$ cat src/sv/mx4inv_div.sv
// ----------------------------------------------------------------------------
// mx4inv_div
// Restoring divider, one quotient bit per cycle, with signed saturation.
// ----------------------------------------------------------------------------
module mx4inv_div #(
    parameter int NUM_W = 130,
    parameter int DEN_W = 131,
    parameter int Q_W   = 32
) (
    input  logic                    clk,
    input  logic                    rst_n,
    input  logic                    start,
    input  logic                    neg,
    input  logic [NUM_W-1:0]        num_mag,
    input  logic [DEN_W-1:0]        den_mag,
    output logic                    done,
    output logic signed [Q_W-1:0]   quot
);
    localparam int CNT_W = $clog2(NUM_W);
    localparam logic [CNT_W-1:0] CNT_LAST = CNT_W'(NUM_W - 1);
    localparam logic [Q_W:0]     LIM      = (Q_W+1)'(1) << (Q_W - 1);

    logic [NUM_W-1:0] num_reg;
    logic [DEN_W:0]   rem_reg;
    logic [DEN_W-1:0] den_reg;
    logic [Q_W:0]     q_reg;
    logic             big_reg;
    logic             neg_reg;
    logic [CNT_W-1:0] cnt_reg;
    logic             busy_reg;
    logic             done_reg;

    logic [DEN_W:0]   rem_sh;
    logic [DEN_W+1:0] diff;
    logic             ge;
    logic             over;
    logic [Q_W:0]     mag;

    assign rem_sh = {rem_reg[DEN_W-1:0], num_reg[NUM_W-1]};
    assign diff   = {1'b0, rem_sh} - {2'b00, den_reg};
    assign ge     = !diff[DEN_W+1];

    always_ff @(posedge clk or negedge rst_n)
    begin
        if (!rst_n)
        begin
            busy_reg <= 1'b0;
            done_reg <= 1'b0;
            cnt_reg  <= '0;
        end
        else
        begin
            done_reg <= 1'b0;
            if (start)
            begin
                busy_reg <= 1'b1;
                cnt_reg  <= '0;
            end
            else if (busy_reg)
            begin
                cnt_reg <= CNT_W'(cnt_reg + 1'b1);
                if (cnt_reg == CNT_LAST)
                begin
                    busy_reg <= 1'b0;
                    done_reg <= 1'b1;
                end
            end
        end
    end

    always_ff @(posedge clk)
    begin
        if (start)
        begin
            num_reg <= num_mag;
            den_reg <= den_mag;
            rem_reg <= '0;
            q_reg   <= '0;
            big_reg <= 1'b0;
            neg_reg <= neg;
        end
        else if (busy_reg)
        begin
            num_reg <= {num_reg[NUM_W-2:0], 1'b0};
            rem_reg <= ge ? diff[DEN_W:0] : rem_sh;
            q_reg   <= {q_reg[Q_W-1:0], ge};
            big_reg <= big_reg | q_reg[Q_W];
        end
    end

    // Clamp the magnitude to the signed range, then apply the sign.
    always_comb
    begin
        if (neg_reg)
        begin
            over = big_reg || (q_reg > LIM);
            mag  = over ? LIM : q_reg;
            quot = Q_W'(~mag + 1'b1);
        end
        else
        begin
            over = big_reg || (q_reg >= LIM);
            mag  = over ? (LIM - 1'b1) : q_reg;
            quot = Q_W'(mag);
        end
    end

    assign done = done_reg;

endmodule
$ cat config.mk
export PLATFORM = sky130hd
export DESIGN_NAME = mx4inv_div
export DESIGN_NICKNAME = d
export VERILOG_FILES = /design/src/sv/mx4inv_div.sv
export SDC_FILE = /design/constraint.sdc
export NUM_CORES = 1
export LEC_CHECK = 0
export BUFFER_PORTS_ARGS = -buffer_cell sky130_fd_sc_hd__buf_2
export CAP_MARGIN = 20
export CORE_ASPECT_RATIO = 0.7
export CORE_MARGIN = 3
export CORE_UTILIZATION = 35
export CTS_BUF_LIST = sky130_fd_sc_hd__clkbuf_4 sky130_fd_sc_hd__clkbuf_8
export DETAILED_ROUTE_END_ITERATION = 10
export PLACE_DENSITY_LB_ADDON = 0.3
export SLEW_MARGIN = 10
export SYNTH_ARGS = -nofsm -noshare
export SYNTH_HDL_FRONTEND = slang
export SYNTH_SLANG_ARGS = --single-unit
$ cat constraint.sdc
create_clock -name clk -period 9.36 [get_ports clk]
set_input_delay 0.468 -clock clk [delete_from_list [all_inputs] [get_ports clk]]
set_output_delay 0.468 -clock clk [all_outputs]
set_load 0.005 [all_outputs]
=== After elaboration in Yosys (flattened, before gate mapping) ===
Index checks and enable logic that the tools add are counted.

* Mux-type cells: 14
* Reduce and logical (&&, ||, !) cells: 4
* Bitwise gates (word level): 2
* $add $sub $neg: 3
* $lt $le $gt $ge: 2
* Eq/ne operators: 1

{| class="wikitable"
|+ Operator list
! operator !! number
|-
| 130-bit 2-to-1 mux || 2
|-
| 132-bit by 131-bit subtractor with 133-bit output || 1
|-
| 131-bit 2-to-1 mux || 1
|-
| 32-bit 2-to-1 mux || 3
|-
| 33-bit by 32-bit greater-or-equal comparator with 1-bit output, second input constant || 1
|-
| 33-bit by 32-bit > comparator with 1-bit output, second input constant || 1
|-
| 32-bit by 1-bit adder with 32-bit output, second input constant || 1
|-
| 32-bit inverter || 1
|-
| 8-bit 2-to-1 mux || 2
|-
| 8-bit by 1-bit adder with 8-bit output, second input constant || 1
|-
| 8-bit equality test, second input constant || 1
|-
| 1-bit 2-to-1 mux || 6
|-
| 1-bit logical OR || 2
|-
| 2-bit nonzero test || 1
|-
| 1-bit zero test || 1
|-
| 1-bit OR || 1
|}

* Output and inout port bits: 33
* Register bits after elaboration: 437
* Input bits: 265
* Logic and storage cells: 35

=== Logic depth before layout (Yosys ltp) ===
* Word-level depth: 6
* Mapped depth: 18
* Gate-level depth less buffers: 15

=== Worst setup path after synthesis ===
OpenSTA, ideal clock, no wires.

* Path kind: input-to-reg
* Start point: input port start
* End point: register num_reg[0], enable pin
* Path buffers: 2
* Stages: 4
* Required time: 8.877 ns
* Path slack: 5.252 ns
* Data arrival time: 3.625 ns
* Library setup time: 0.483 ns
* Cells stage by stage: clkbuf_1 nor2_1 clkbuf_1 inv_1

* Longest elaborated chain between the ends: 1

{| class="wikitable"
|+ Ends and longest elaborated chain
! item !! RTL line !! source
|-
| start, declared || 12 || <nowiki>input logic start,</nowiki>
|-
| 2-bit nonzero test (no line) || -- ||
|-
| end signal, assigned || 75 || <nowiki>num_reg <= num_mag;</nowiki>
|-
| end signal, assigned || 84 || <nowiki>num_reg <= {num_reg[NUM_W-2:0], 1'b0};</nowiki>
|-
| end, declared || 23 || <nowiki>logic [NUM_W-1:0] num_reg;</nowiki>
|}

No other way between the ends.
A chain may end at the register's enable or synchronous reset.

=== Worst setup path in the final report ===
* Start point: register num_reg[129]
* End point: register rem_reg[115]

* Longest elaborated chain between the ends: 2

{| class="wikitable"
|+ Ends and longest elaborated chain
! item !! RTL line !! source
|-
| 132-bit by 131-bit subtractor with 133-bit output || 40 || <nowiki>assign diff = {1'b0, rem_sh} - {2'b00, den_reg};</nowiki>
|-
| 131-bit 2-to-1 mux || 85 || <nowiki>rem_reg <= ge ? diff[DEN_W:0] : rem_sh;</nowiki>
|-
| end signal, assigned || 85 ||
|-
| end, declared || 24 || <nowiki>logic [DEN_W:0] rem_reg;</nowiki>
|}

No other way between the ends.

==> impl_metrics.env <==
export IMPL_cp_arrival_ns=6.41
export IMPL_synth_common_cells="nand2_1, nor2_1, a21oi_1"
export IMPL_leakage_uw=0.0137
export IMPL_postCtsSetupBuffers=0
export IMPL_grt_overflow=0
export IMPL_min_to="num_reg[43]"
export IMPL_fmax_mhz=173
export IMPL_worst_setup_path_start_kind="register"
export IMPL_dpl_instance_area_sq_um=29500
export IMPL_synth_fp_nets=3470
export IMPL_grtUsageTotal_pct=20.3
export IMPL_cts_tree="done"
export IMPL_worst_slew_pin_slew_ns=1.02
export IMPL_preCtsSetupSlack_ns=3.62
export IMPL_cp_max_fo=73
export IMPL_gp_congestion=0.971
export IMPL_fin_crit_sh_pct=61.8
export IMPL_worstHoldPathType="in -> reg"
export IMPL_min_from="num_mag[43]"
export IMPL_synth_area_per_cell_sq_um=8.88
export IMPL_synth_top_area_share_pct=28.9
export IMPL_die_h_microns=239
export IMPL_fin_crit_ns=5.78
export IMPL_num_vias=24400
export IMPL_drtIter0Drc=2127
export IMPL_cts_root_buf="clkbuf_8"
export IMPL_critPathKind="reg -> reg"
export IMPL_rrSetupSlack_ns=3.58
export IMPL_place_port_buffers=297
export IMPL_synthCells=3070
export IMPL_cts_buffers_inserted=76
export IMPL_seq_area_frac_synth_pct=41.9
export IMPL_final_nets=3847
export IMPL_antenna_found_initial=9
export IMPL_synth_top_area_cell="edfxtp_1"
export IMPL_hold_viol=0
export IMPL_pin_count=298
export IMPL_r2r_start="num_reg[129]"
export IMPL_slew_headroom_pct=32.0
export IMPL_synth_main_ff_cell="edfxtp_1"
export IMPL_setup_viol=0
export IMPL_yosysMostFrequentCell="nand2_1"
export IMPL_multi_input_area_sq_um=14400
export IMPL_wl_mm=85.3
export IMPL_hpwl_mm=62.7
export IMPL_ir_drop_mv=0.117
export IMPL_grt_pass1_vias=22700
export IMPL_grt_pass1_wl_mm=131
export IMPL_synth_area_sq_um=27300
export IMPL_hold_depth=2
export IMPL_routed_via_density=5.36
export IMPL_rsz0062_at_grt="false"
export IMPL_seqCellArea_sq_um=11400
export IMPL_synth_edf_count=262
export IMPL_synth_area_leaders="edfxtp_1, dfxtp_1, ha_1"
export IMPL_slew_viol_final=0
export IMPL_power_density_nw_per_um2=141
export IMPL_rows=84
export IMPL_rr_worst_depth=16
export IMPL_design_area_sq_um=32700
export IMPL_r2r_end="rem_reg[115]"
export IMPL_worstSetupEndpointType="register"
export IMPL_die_x_microns=340
export IMPL_drive_above_1_share_pct=17.4
export IMPL_die_area_sq_um=81300
export IMPL_wl_per_cell_microns=18.8
export IMPL_yosysWarningCount=0
export IMPL_initial_core_util_pct=35.8
export IMPL_setup_tns_ns=0
export IMPL_maxCapViolCount=0
export IMPL_clock_sinks=437
export IMPL_clock_path_buffers=3
export IMPL_path_clk_slew_ns=0.08
export IMPL_status="finished clean"
export IMPL_finalClockSkew_ns=0.0240
export IMPL_worstPathRequired_ns=9.99
export IMPL_clk_latency_ns=0.69
export IMPL_drt_pass1_iterations=5
export IMPL_grt_max_degree=88
export IMPL_synth_seq_cells=437
export IMPL_fillers=7691
export IMPL_core_area_sq_um=76100
export IMPL_setup_ws_ns=3.58
export IMPL_syn_to_final_growth_pct=20.0
export IMPL_ys_async_sr_fraction_pct=2.29
export IMPL_synth_cell_types=84
export IMPL_cts_htree_levels=3
export IMPL_drtAntennaViolNets=0
export IMPL_drc=0
[repair_timing]
item / in CTS / in global routing
gates resized for setup: 0 / 0
endpoints found under the hold margin: 166 / 0
hold buffers: 157 / 0
[routing by layer]
metal | share of wire, % | up-vias | routed length, microns | global-route usage [%]
met3 | 8.1 | 125 | 6910 | 4.51
met5 | 0.015 | - | 13 | 0
met2 | 39 | 854 | 33600 | 27.6
met1 | 50 | 11500 | 42500 | 31.4
met4 | 2.6 | 2 | 2210 | 6.11
li1 | - | 11900 | - | -
[critical path, cell delays in order, from the launching register on]
cell and delay [ns]:
edfxtp_1 0.35, inv_1 0.05, ha_1 0.22, fa_1 0.41, nor2b_1 0.15, o31a_1 0.20
o21ai_0 0.20, a21oi_2 0.26, nor2_1 0.14, o41ai_4 0.54, a311oi_2 0.31, a31oi_4 0.26
buf_4 0.67, buf_4 0.63, nand2_1 0.64, a2111oi_0 0.50, a221o_1 0.17
[where the power goes]
group	total [uW]	internal (uW)	switching [uW]
combinational	520	234	286
sequential	2190	2160	32.0
clock	1890	1020	870
[layout by cell type (no fill, tap or decap), types with 13 or more instances in the layout]
cell type and count:
buf_2 296, a21o_1 52, a211oi_1 17, dfxtp_1 165
clkbuf_4 21, o21a_1 24, a31oi_1 19, a22oi_1 14
buf_4 23, mux2_2 130, nor2_1 346, nand3_1 22
nand2b_1 20, edfxtp_1 262, nor3_1 54, o21ai_0 181
inv_1 182, ha_1 134, a21oi_1 282, mux2i_1 40
xnor2_1 71, dlygate4sd3_1 157, nand4_1 68, nor2b_1 13
and3_1 16, clkbuf_8 86, o21bai_1 36, nor4_1 16
or3_1 22, a311oi_1 92, nand2_1 380, xor2_1 53
[cell type report]
type,count,share of cell area [%]
Antenna cell,5,0.0383
Clock buffer,107,4.10
Clock inverter,33,0.792
Inverter,184,2.12
Multi-Input combinational cell,2270,44.1
Sequential cell,437,34.9
Tap cell,1032,3.95
Timing Repair Buffer,478,9.94
[through the flow]
step                hold WS (ns)  utilization [%]  std cells  total power [uW]
global route             0.00709             43.0       4545              4820
global placement           0.345             38.8       4243              2690
detailed placement         0.339             38.8       4243              2700
CTS                    0.0000234             42.9       4540              4670
finish                    0.0821             43.0       4546              4600
floorplan                  0.172                -       3070              2520
[cells by family after synthesis]
| kind of cell | after synthesis | share of synthesized area, % |
|---|---|---|
| AOI/OAI and AO/OA | 841 | 19.8 |
| muxes | 170 | 6.84 |
| DFF | 437 | 41.9 |
| and+or+nand+nor | 1000 | 16.1 |
| adders and majority gates | 135 | 6.23 |
| buffers and inverters | 363 | 5.17 |
| xor gates and xnor gates | 124 | 3.98 |
[worst max path at each step]
stage / start / to / slack, ns / depth (start not counted)
3_5_place_dp: num_reg[129] / rem_reg[115] / 3.62 / 16
6_report: num_reg[129] / rem_reg[115] / 3.58 / 16
2_1_floorplan: start / num_reg[0] / 5.25 / 4
3_3_place_gp: num_reg[129] / rem_reg[115] / 3.75 / 16
4_1_cts: num_reg[129] / rem_reg[115] / 3.58 / 16
5_1_grt: num_reg[129] / rem_reg[115] / 3.03 / 16
(Power assumes the default switching activity.)
